## src/hdl/accumulator_vm_execute_unit_macros.svh

```systemverilog
// Assertion macros for the accumulator machine execute unit.
// Each macro expects clk_i and rst_ni in scope.
`ifndef ACCUMULATOR_VM_EXECUTE_UNIT_MACROS_SVH
`define ACCUMULATOR_VM_EXECUTE_UNIT_MACROS_SVH
`ifndef SYNTH
`define AVM_ASSERT(lbl, prop) \
  lbl: assert property (@(posedge clk_i) disable iff (!rst_ni) prop) \
    else $error("execute unit assertion failed");
`define AVM_ASSERT_NEVER(lbl, expr) \
  lbl: assert property (@(posedge clk_i) disable iff (!rst_ni) !(expr)) \
    else $error("execute unit forbidden condition seen");
`else
`define AVM_ASSERT(lbl, prop)
`define AVM_ASSERT_NEVER(lbl, expr)
`endif
`endif

```

## src/hdl/avm_pkg.sv

```systemverilog
`default_nettype none
package avm_pkg;

  localparam int MEM_DEPTH = 64;
  localparam int AW        = $clog2(MEM_DEPTH);
  localparam int LEN_W     = 7;
  localparam int DATA_W    = 64;
  localparam int ARG_W     = 32;
  localparam int HALF_W    = DATA_W / 2;
  localparam int CNT_W     = 7;

  localparam logic [1:0] CMD_EXEC   = 2'd0;
  localparam logic [1:0] CMD_APPEND = 2'd1;
  localparam logic [1:0] CMD_RESET  = 2'd2;
  localparam logic [1:0] CMD_NONE   = 2'd3;

  localparam logic [1:0] ST_RUN  = 2'd0;
  localparam logic [1:0] ST_HALT = 2'd1;
  localparam logic [1:0] ST_ERR  = 2'd2;
  localparam logic [1:0] ST_UNK  = 2'd3;

  localparam logic [4:0] OP_CLEAR     = 5'd0;
  localparam logic [4:0] OP_AT        = 5'd1;
  localparam logic [4:0] OP_SET       = 5'd2;
  localparam logic [4:0] OP_INSERT    = 5'd3;
  localparam logic [4:0] OP_ERASE     = 5'd4;
  localparam logic [4:0] OP_ADDCONST  = 5'd5;
  localparam logic [4:0] OP_SUBCONST  = 5'd6;
  localparam logic [4:0] OP_MULCONST  = 5'd7;
  localparam logic [4:0] OP_DIVCONST  = 5'd8;
  localparam logic [4:0] OP_ADDMEM    = 5'd9;
  localparam logic [4:0] OP_SUBMEM    = 5'd10;
  localparam logic [4:0] OP_MULMEM    = 5'd11;
  localparam logic [4:0] OP_DIVMEM    = 5'd12;
  localparam logic [4:0] OP_JUMPREL   = 5'd13;
  localparam logic [4:0] OP_JUMPZERO  = 5'd14;
  localparam logic [4:0] OP_JUMPNZERO = 5'd15;
  localparam logic [4:0] OP_NOOP      = 5'd16;
  localparam logic [4:0] OP_HALT      = 5'd17;
  localparam logic [4:0] OP_OUTPUT    = 5'd18;
  localparam logic [4:0] OP_CHECKMEM  = 5'd19;
  localparam logic [4:0] OP_UNKNOWN   = 5'd20;

  localparam logic [CNT_W-1:0] MUL_LAST = CNT_W'(3);
  localparam logic [CNT_W-1:0] DIV_LAST = CNT_W'(DATA_W - 1);

  typedef enum logic [3:0] {
    UOP_NONE,
    UOP_LOAD,
    UOP_READ,
    UOP_CAPT,
    UOP_SH_INIT,
    UOP_SH_RD,
    UOP_SH_WR,
    UOP_MUL,
    UOP_DIV_INIT,
    UOP_DIV,
    UOP_FINISH
  } uop_e;

  typedef struct packed {
    logic rd_need;
    logic shift;
    logic mul;
    logic div;
    logic div_zero;
    logic sh_done;
    logic mul_last;
    logic div_last;
  } sts_t;

endpackage
`default_nettype wire

```

## src/hdl/avm_ctrl.sv

```systemverilog
`default_nettype none
module avm_ctrl (
  input  wire logic          clk_i,
  input  wire logic          rst_ni,
  input  wire logic          start_i,
  input  wire avm_pkg::sts_t sts_i,
  output avm_pkg::uop_e      uop_o,
  output logic               busy_o
);
  import avm_pkg::*;

  localparam logic [2:0] S_IDLE = 3'd0;
  localparam logic [2:0] S_DEC  = 3'd1;
  localparam logic [2:0] S_CAPT = 3'd2;
  localparam logic [2:0] S_DCHK = 3'd3;
  localparam logic [2:0] S_DIV  = 3'd4;
  localparam logic [2:0] S_MUL  = 3'd5;
  localparam logic [2:0] S_SHR  = 3'd6;
  localparam logic [2:0] S_SHW  = 3'd7;

  logic [2:0] state_q, state_d;

  always_comb begin
    state_d = state_q;
    uop_o   = UOP_NONE;
    case (state_q)
      S_IDLE: begin
        if (start_i) begin
          uop_o   = UOP_LOAD;
          state_d = S_DEC;
        end
      end
      S_DEC: begin
        if (sts_i.rd_need) begin
          uop_o   = UOP_READ;
          state_d = S_CAPT;
        end else if (sts_i.shift) begin
          uop_o   = UOP_SH_INIT;
          state_d = S_SHR;
        end else if (sts_i.mul) begin
          state_d = S_MUL;
        end else if (sts_i.div) begin
          state_d = S_DCHK;
        end else begin
          uop_o   = UOP_FINISH;
          state_d = S_IDLE;
        end
      end
      S_CAPT: begin
        uop_o = UOP_CAPT;
        if (sts_i.mul) begin
          state_d = S_MUL;
        end else if (sts_i.div) begin
          state_d = S_DCHK;
        end else begin
          state_d = S_SHW;
        end
      end
      S_DCHK: begin
        if (sts_i.div_zero) begin
          uop_o   = UOP_FINISH;
          state_d = S_IDLE;
        end else begin
          uop_o   = UOP_DIV_INIT;
          state_d = S_DIV;
        end
      end
      S_DIV: begin
        uop_o = UOP_DIV;
        if (sts_i.div_last) begin
          state_d = S_SHW;
        end
      end
      S_MUL: begin
        uop_o = UOP_MUL;
        if (sts_i.mul_last) begin
          state_d = S_SHW;
        end
      end
      S_SHR: begin
        if (sts_i.sh_done) begin
          uop_o   = UOP_FINISH;
          state_d = S_IDLE;
        end else begin
          uop_o   = UOP_SH_RD;
          state_d = S_SHW;
        end
      end
      S_SHW: begin
        // shift write, or finish after a memory read, multiply or divide
        if (sts_i.shift) begin
          uop_o   = UOP_SH_WR;
          state_d = S_SHR;
        end else begin
          uop_o   = UOP_FINISH;
          state_d = S_IDLE;
        end
      end
      default: begin
        state_d = S_IDLE;
      end
    endcase
  end

  always_ff @(posedge clk_i or negedge rst_ni) begin
    if (!rst_ni) begin
      state_q <= S_IDLE;
    end else begin
      state_q <= state_d;
    end
  end

  assign busy_o = (state_q != S_IDLE);

endmodule
`default_nettype wire

```

## config.mk

```make
export PLATFORM = sky130hd
export DESIGN_NAME = avm_ctrl
export DESIGN_NICKNAME = d
export VERILOG_FILES = /design/src/hdl/accumulator_vm_execute_unit_macros.svh /design/src/hdl/avm_pkg.sv /design/src/hdl/avm_ctrl.sv
export SDC_FILE = /design/constraint.sdc
export NUM_CORES = 1
export LEC_CHECK = 0
export ABC_AREA = 1
export BUFFER_PORTS_ARGS = -buffer_cell sky130_fd_sc_hd__clkbuf_2
export CORE_MARGIN = 3
export CORE_UTILIZATION = 25
export DETAILED_ROUTE_END_ITERATION = 10
export HOLD_SLACK_MARGIN = 0.15
export PLACE_DENSITY = 0.51
export SYNTH_ARGS = -nofsm -noshare
export SYNTH_HDL_FRONTEND = slang
export SYNTH_SLANG_ARGS = --single-unit
```

## constraint.sdc

```tcl
create_clock -name clk_i -period 2.25 [get_ports clk_i]
set_input_delay 0.225 -clock clk_i [delete_from_list [all_inputs] [get_ports clk_i]]
set_output_delay 0.225 -clock clk_i [all_outputs]
set_load 0.005 [all_outputs]
```

==> run metrics, run 1 <==
initial DRC count=9; die area=2160 µm²; Setup TNS=0 ns; sequential-to-total area share from yosys stat=18.3%; Synth cell types=16; largest net degree at the start of global routing=9; port bufs=15; share of cells above drive strength 1=29.8%; Hold Buf Count CTS=1; final-report setup violation count=0; drt wl/cell=9.61 µm; final WL=1050 µm; Mapped Nets=86; clock buffer depth=2; crit start category=flop; Clock Latency Late Sink=0.23 ns; detailed-route via count=516; Largest regs=state_q: 3 flops; Synth Instances=75; final hold violations=0; Syn Area/Cell=between 5 and 6 µm²; grt ovf=0; CP Class=flop to primary output; Final ANT Viol Nets=0; Biggest register=state_q; Achievable Freq=621 MHz; drt drc=0; number of global-route vias before repair=446; H-tree depth=1; first-pass GRT wire length=between 1500 and 2000 µm; Layout area overhead=29.0%; Nets=around 110; clk slew on worst S/H paths=0.04 ns; minimum clock period=1.61 ns; status=finished, final reports clean; worst r2r path cells=6; Starting Density=a little under 30%; number of diodes=0; CP Max Fanout=6; setup bufs post-CTS=0; count of pins over their slew limit=0; total CTS buffers=3; CP Capture Type=primary output; Leak=0.326 nW; slew margin rel.=80.7%; CTS resizes=0; TritonCTS clock tree=done; RSZ-0062 raised after global routing=false; Die Span Y=46.5 µm; final period utilization=71.6%; # fillers=between 150 and 200; Slew @ Worst Pin=0.289 ns; DR vias/cell=~4.7; DP HPWL=900 µm; core area=1420 µm²; Reg2Reg Capture Point=state_q[1]; GPL Wtd Cong=0.894; Critical Path RT=slightly above 2 ns; max reg flops=3; Tot Pwr=0.685 mW; Hold Path End=state_q[1]; Die Wd=between 40 and 50 µm; # Max-Cap Violations=0; initial antenna violation count=0; hold path cells=5; CP Data Arrival Time=roughly 1.4 ns; Synthesis Warnings=0; Pwr per Cell Area=1290 nW/µm²; Yosys reg bits=3; Boundary Pins=16; HP Start=sts_i[1]; row count=13; r2r setup slk=1.06 ns; Worst IR Drop VDD=0.000399 V; Hold Path Class=input port to flop; root buffer cell=clkbuf_4; First-pass DRT Iterations=4; Fin Clk Skew=~0.0018 ns; clock sink count=3; post-synth design cell area=410 µm²; Overall Global Routing Usage=11.5%; worst r2r src=state_q[1]
## per-stage QoR
stage / area [µm²] / instances / hold slack [ns] / setup WS, ns / util (%)
6_report: 529 / 109 / 0.306 / 0.639 / 37.4
5_1_grt: 529 / 109 / 0.329 / 0.516 / 37.4
4_1_cts: 529 / 109 / 0.296 / 0.620 / 37.4
3_5_place_dp: 493 / 104 / 0.0255 / 0.879 / 34.8
3_3_place_gp: 493 / 104 / 0.0243 / 0.851 / 34.8
2_1_floorplan: 410 / 75 / -0.0706 / 1.13 / -
## layout make-up
type,count,area [µm²],area share (%)
Inverter,12,45.0,8.51
Sequential cell,3,75.1,14.2
Timing Repair Buffer,16,85.1,16.1
Clock buffer,4,26.3,4.96
Tap cell,15,18.8,3.55
Multi-Input combinational cell,59,279,52.7
## where the power goes
group	internal [mW]	total, mW	switching [mW]	leakage, nW
logic	0.180	0.448	0.267	0.275
registers	0.0836	0.142	0.0585	0.0361
clock network	0.0665	0.0951	0.0286	0.0150
total	0.331	0.685	0.354	0.326
## synthesized netlist by cell type
| cell type | instances | share of area (%) |
|---|---|---|
| nor2_1 | 17 | 16 |
| and2_1 | 1 | 1.5 |
| nor2_2 | 1 | 1.5 |
| nand2_4 | 1 | 2.7 |
| inv_1 | 9 | 8.2 |
| a21oi_1 | 3 | 3.7 |
| inv_2 | 3 | 2.7 |
| nand3_1 | 4 | 4.9 |
| nor3_1 | 5 | 6.1 |
| nand2_2 | 3 | 4.6 |
| dfrtp_1 | 3 | 18 |
| o21ai_0 | 2 | 2.4 |
| nand2_1 | 17 | 16 |
| nand3_2 | 2 | 4.9 |
| buf_6 | 1 | 2.7 |
| nand4_1 | 3 | 4.6 |
## cells in the final DEF (no fill, tap or decap)
| cell | Yosys | final |
|---|---|---|
| nor2_1 | 17 | 17 |
| nand2_1 | 17 | 17 |
| clkbuf_2 | 0 | 15 |
| inv_1 | 9 | 9 |
| nor3_1 | 5 | 5 |
| nand3_1 | 4 | 4 |
| inv_2 | 3 | 3 |
| nand2_2 | 3 | 3 |
| nand4_1 | 3 | 3 |
| a21oi_1 | 3 | 3 |
| clkbuf_4 | 0 | 3 |
| dfrtp_1 | 3 | 3 |
| o21ai_0 | 2 | 2 |
| nand3_2 | 2 | 2 |
| nand2_4 | 1 | 1 |
| nor2_2 | 1 | 1 |
| and2_1 | 1 | 1 |
| clkbuf_1 | 0 | 1 |
| dlygate4sd3_1 | 0 | 1 |
## worst max-delay path by stage
stage	startpoint	to	slack, ns	cells after the start
6_report	state_q[1]	uop_o[1]	0.64	6
5_1_grt	state_q[1]	uop_o[1]	0.52	6
4_1_cts	state_q[1]	uop_o[1]	0.62	6
3_5_place_dp	state_q[1]	uop_o[1]	0.88	6
3_3_place_gp	state_q[1]	uop_o[1]	0.85	6
2_1_floorplan	state_q[2]	uop_o[1]	1.13	5
## metal layers
| layer | part of all wire (%) | wire [µm] | vias to the layer above | global-route usage [%] |
|---|---|---|---|---|
| li1 | - | - | 277 | - |
| met1 | 48 | 498 | 222 | 14.7 |
| met2 | 43 | 454 | 15 | 17.6 |
| met3 | 7.6 | 80 | 2 | 5.47 |
| met4 | 1.3 | 14 | 0 | 1.70 |
| met5 | 0 | 0 | - | 0 |
## cell families after synthesis
logic type	share of synthesized area, %
AO/OA/AOI/OAI	6.10
AND/OR/NAND/NOR	61.9
flip-flops	18.3
buffers and inverters	13.7
## critical path, stage by stage, from the launching register on
cell and delay (ns):
dfrtp_1 0.44, inv_2 0.15, nand2_4 0.08, nor2_1 0.19, nor2_1 0.09, nand3_1 0.09
clkbuf_2 0.11
Note: power is estimated with default switching activity, not from simulation.
==> inputs of run 2 (changes only) <==
Settings changed: PLACE_DENSITY 0.51 to 0.52.
Clock period 2.25 ns to 1.4 ns, I/O delays scaled along.
==> run 2 against run 1 <==
Compared with the run above: the flow now finishes with violations (setup timing); cell count grew 8.3%; register-to-register slack got worse by 0.87 ns; worst setup slack worse by 0.64 ns; sequential share of layout area down 2.8 points; total power is 140% higher; critical path type unchanged; critical endpoint is now uop_o[3].
==> run metrics, run 2 (synthesized netlist as in run 1, its figures left out) <==
r2r setup slk=around 0.19 ns; clock power share=about 9.0%; Largest regs=state_q: 3 flops; port bufs=15; Pwr per Cell Area=~2300 nW/µm²; Worst IR Drop VDD=between 0.001 and 0.0015 V; Starting Density=slightly below 30%; slew margin rel.=85.5%; DP HPWL=a little under 900 µm; DR vias/cell=4.74; CP Data Arrival Time=roughly 1.3 ns; RSZ-0062 raised after global routing=true; root buffer cell=clkbuf_4; crit start category=flop; Cell Int Power=about 0.85 mW; number of diodes=0; row count=13; Die Span Y=between 40 and 50 µm; DP Worst Slack=0.119 ns; final worst slack=-0.00235 ns; Boundary Pins=16; total CTS buffers=3; commonest non-fill, non-tap cell in the layout=nand2_1; final hold violations=0; Clock Latency Late Sink=0.23 ns; most frequent cells in the layout=nand2_1 (16), clkbuf_2 (14), nor2_1 (13); count of pins over their slew limit=0; detailed-route via count=559; worst r2r src=state_q[1]; first-pass GRT wire length=2190 µm; die area=~2200 µm²; initial antenna violation count=0; violated checks=setup timing; Achievable Freq=713 MHz; core area=around 1400 µm²; grt ovf=0; Psw=about 0.76 mW; final WL=1260 µm; Layout area overhead=68.3%; First-pass DRT Iterations=4; combinational power share=between 70% and 80%; Final ANT Viol Nets=0; H-tree depth=1; final-report setup violation count=2; Reg power frac=16.5%; CP Max Fanout=7; GPL Wtd Cong=0.762; Reg2Reg Capture Point=state_q[1]; hold slack=0.213 ns; Die Wd=46.5 µm; clk slew on worst S/H paths=0.03 ns; Critical Path RT=1.26 ns; # Max-Cap Violations=0; clock sink count=3; HP Start=sts_i[1]; Fin Clk Skew=roughly 0.0025 ns; drt wl/cell=10.7 µm; number of global-route vias before repair=roughly 560; Hold Path Class=input port to flop; hold path cells=5; Slew @ Worst Pin=0.218 ns; CP Capture Type=primary output; sw frac=47.4%; largest net degree at the start of global routing=9; minimum clock period=1.40 ns; Nets=115; # fillers=about 160; TritonCTS clock tree=done; max reg flops=3; drt drc=0; CP Class=flop to primary output; Biggest register=state_q; status=complete, but fails checks; Hold Path End=state_q[1]; initial DRC count=5; Overall Global Routing Usage=13.8%; clock buffer depth=2; Leak=0.395 nW; share of cells above drive strength 1=45.6%; final period utilization=100%; worst r2r path cells=8
run 2: worst max-delay path, stage by stage, from the launching register on:
cell and delay [ns]:
dfrtp_2 0.45, clkinv_4 0.12, nand2_4 0.10, nor2_4 0.05, a21oi_1 0.14, nand2_1 0.06
clkbuf_2 0.11
run 2: worst max path at each step:
stage	from	endpoint	slack [ns]	depth (start not counted)
after global placement	state_q[0]	uop_o[1]	0.08	5
after floorplan	state_q[2]	uop_o[1]	0.36	5
after detailed placement	state_q[0]	uop_o[1]	0.12	5
after CTS	state_q[0]	uop_o[1]	-0.006	6
final	state_q[2]	uop_o[3]	-0.002	6
after global routing	state_q[2]	uop_o[2]	-0.11	7
run 2: stage by stage:
step	instances	power (mW)	TNS, ns	area, µm²	util [%]
5_1_grt	118	1.76	-0.339	691	48.8
2_1_floorplan	75	0.747	0	410	-
4_1_cts	117	1.50	-0.0118	661	46.7
3_3_place_gp	106	1.00	0	508	35.9
6_report	118	1.61	-0.00385	691	48.8
3_5_place_dp	106	0.991	0	508	35.9
run 2: power by group through the flow:
stage / combinational [mW] / sequential (mW) / clock (mW)
floorplan: 0.561 / 0.186 / 0
global placement: 0.781 / 0.219 / 0
detailed placement: 0.773 / 0.217 / 0
CTS: 1.10 / 0.244 / 0.156
global route: 1.32 / 0.271 / 0.167
finish: 1.20 / 0.266 / 0.146
run 2: final cells by class:
type	instances	area (µm²)	area share (%)
repair buffers	25	179	25.9
inverters	12	55.1	7.97
multi-input cells	59	333	48.2
flip-flops and latches	3	78.8	11.4
well taps	15	18.8	2.72
clock buffers	4	26.3	3.80
run 2: layer usage:
metal / part of all wire (%) / GRT usage, % / vias to the layer above
met5: 0 / 0 / -
met4: 0 / 7.95 / 0
met3: 5.1 / 2.34 / 0
met2: 52 / 23.1 / 11
met1: 43 / 16.3 / 250
li1: - / - / 298
run 2: repair_timing:
item | 4_1_cts | 5_1_grt
hold buffers | 1 | 0
setup endpoints to repair | 4 | 4
buffers inserted | 6 | 1
gates resized for setup | 18 | 6
pin swaps | 3 | 3
hold endpoints to repair | 3 | 0
==> inputs of run 3 (changes only) <==
Settings changed: GPL_TIMING_DRIVEN set to 0.
==> run 3 against run 2 <==
Compared with the run above: the run still ends with setup timing left; register-to-register slack got worse by 0.03 ns; hold slack improved by 0.0080 ns; via count fell by 1.1%; clock-buffer cell count did not move; clock power barely moved; worst setup slack got worse by 0.0062 ns; sequential power fell by 13%; largest cell class unchanged.
==> run metrics, run 3 (synthesized netlist as in run 1, its figures left out) <==
clock sink count=3; # Max-Cap Violations=0; most frequent cells in the layout=nand2_1 (16), clkbuf_2 (14), nor2_1 (11); initial DRC count=7; Achievable Freq=710 MHz; count of pins over their slew limit=0; clock power share=a little under a tenth; H-tree depth=1; Critical Path RT=1.26 ns; number of global-route vias before repair=451; port bufs=15; CP max-delay cell=dfrtp_2; total CTS buffers=3; initial antenna violation count=0; crit start category=flop; Cell Int Power=0.840 mW; Final ANT Viol Nets=0; final worst slack=-0.00856 ns; largest stage delay on the critical path=approximately 0.46 ns; DP Worst Slack=0.121 ns; Largest regs=state_q: 3 flops; CP Capture Type=primary output; drt drc=0; Biggest register=state_q; Hold Path Class=input port to flop; GPL Wtd Cong=about 0.76; commonest non-fill, non-tap cell in the layout=nand2_1; Die Span Y=46.5 µm; CP Data Arrival Time=roughly 1.3 ns; clock buffer depth=2; Starting Density=a little under 30%; row count=13; number of diodes=0; combinational power share=approximately three quarters; Overall Global Routing Usage=11.2%; drt wl/cell=10.4 µm; die area=2160 µm²; minimum clock period=1.41 ns; Worst IR Drop VDD=roughly 0.0012 V; Fin Clk Skew=~0.00058 ns; largest net degree at the start of global routing=9; grt ovf=0; First-pass DRT Iterations=4; slew margin rel.=87.4%; share of cells above drive strength 1=46.1%; Tot Pwr=1.61 mW; final-report setup violation count=2; root buffer cell=clkbuf_4; cells along the critical path=clkinv_4 -> nand2_4 -> nor2_4 -> a21oi_1 -> nand3_1 -> clkbuf_2; Leak=0.387 nW; DR vias/cell=4.73; sw frac=a little under half; final WL=1220 µm; Nets=114; Reg power frac=14.3%; Psw=0.772 mW; CP Class=flop to primary output; core area=1420 µm²; Slew @ Worst Pin=0.189 ns; Pwr per Cell Area=2320 nW/µm²; TritonCTS clock tree=done; max reg flops=3; violated checks=setup timing; Clock Latency Late Sink=roughly 0.23 ns; status=complete, but fails checks; Layout area overhead=69.5%; final hold violations=0; Boundary Pins=16; final period utilization=101%; Die Wd=~47 µm; RSZ-0062 raised after global routing=true; DP HPWL=872 µm; first-pass GRT wire length=1790 µm; detailed-route via count=553; clk slew on worst S/H paths=0.04 ns; CP Max Fanout=7
-- run 3: cell count changes in the layout (fill, tap and decap cells not counted), moves of 2 or more --
cell     delta
nand2_4     -2
nor2_1      -2
inv_4       -2
nor2_2      +2
-- run 3: final timing paths --
check	start	cells past startpoint	to	slack, ns
max	state_q[2]	6	uop_o[1]	-0.009
min	sts_i[1]	5	state_q[1]	0.22
max reg2reg	state_q[2]	8	state_q[1]	0.16
min reg2reg	state_q[1]	4	state_q[1]	0.82
max in group asynchronous	rst_ni	2	state_q[2]	1.04
min in group asynchronous	rst_ni	2	state_q[1]	0.24
-- run 3: critical path, delay by kind of cell, from the launching register on --
kind | cells | cell delay, ns
AO/OA/AOI/OAI | 1 | 0.12
buffers and inverters | 2 | 0.23
flip-flops | 1 | 0.46
AND/OR/NAND/NOR | 3 | 0.23
-- run 3: area by class of cell --
cell class,instances,area (µm²)
tap,15,18.8
fill,143,719
inverter,12,62.6
timing repair buffer,23,156
clock buffer,4,26.3
sequential,3,77.6
buffer,1,11.3
multi-input combinational,59,343
-- run 3: timing repair --
action	CTS	global route
resized for setup	14	12
endpoints found under the setup margin	4	4
endpoints found under the hold margin	3	0
buffers inserted	3	4
pin swaps	1	7
hold buffers	1	0
-- run 3: power by group through the flow --
stage	sequential (mW)	combinational (mW)	clock, mW
2_1_floorplan	0.186	0.561	0
3_3_place_gp	0.199	0.788	0
3_5_place_dp	0.196	0.787	0
4_1_cts	0.211	0.944	0.158
5_1_grt	0.240	1.37	0.158
6_report	0.231	1.23	0.147
-- run 3: stage by stage --
step                      instance area (µm²)  setup TNS, ns  hold slack, ns  utilization, %  std cells
after floorplan                           410              0          -0.156               -         75
after global placement                    504              0         -0.0626            35.6        105
after detailed placement                  504              0         -0.0620            35.6        105
after CTS                                 601       -0.00267           0.213            42.4        113
after global routing                      696         -0.331           0.255            49.2        117
final                                     696        -0.0155           0.221            49.2        117
-- run 3: per-layer routing --
layer / vias to the layer above / part of all wire, % / GRT usage [%]
met3: 0 / 2.5 / 0
li1: 296 / - / -
met2: 7 / 52 / 18.4
met1: 250 / 45 / 15.3
met5: - / 0 / 0
met4: 0 / 0 / 5.11
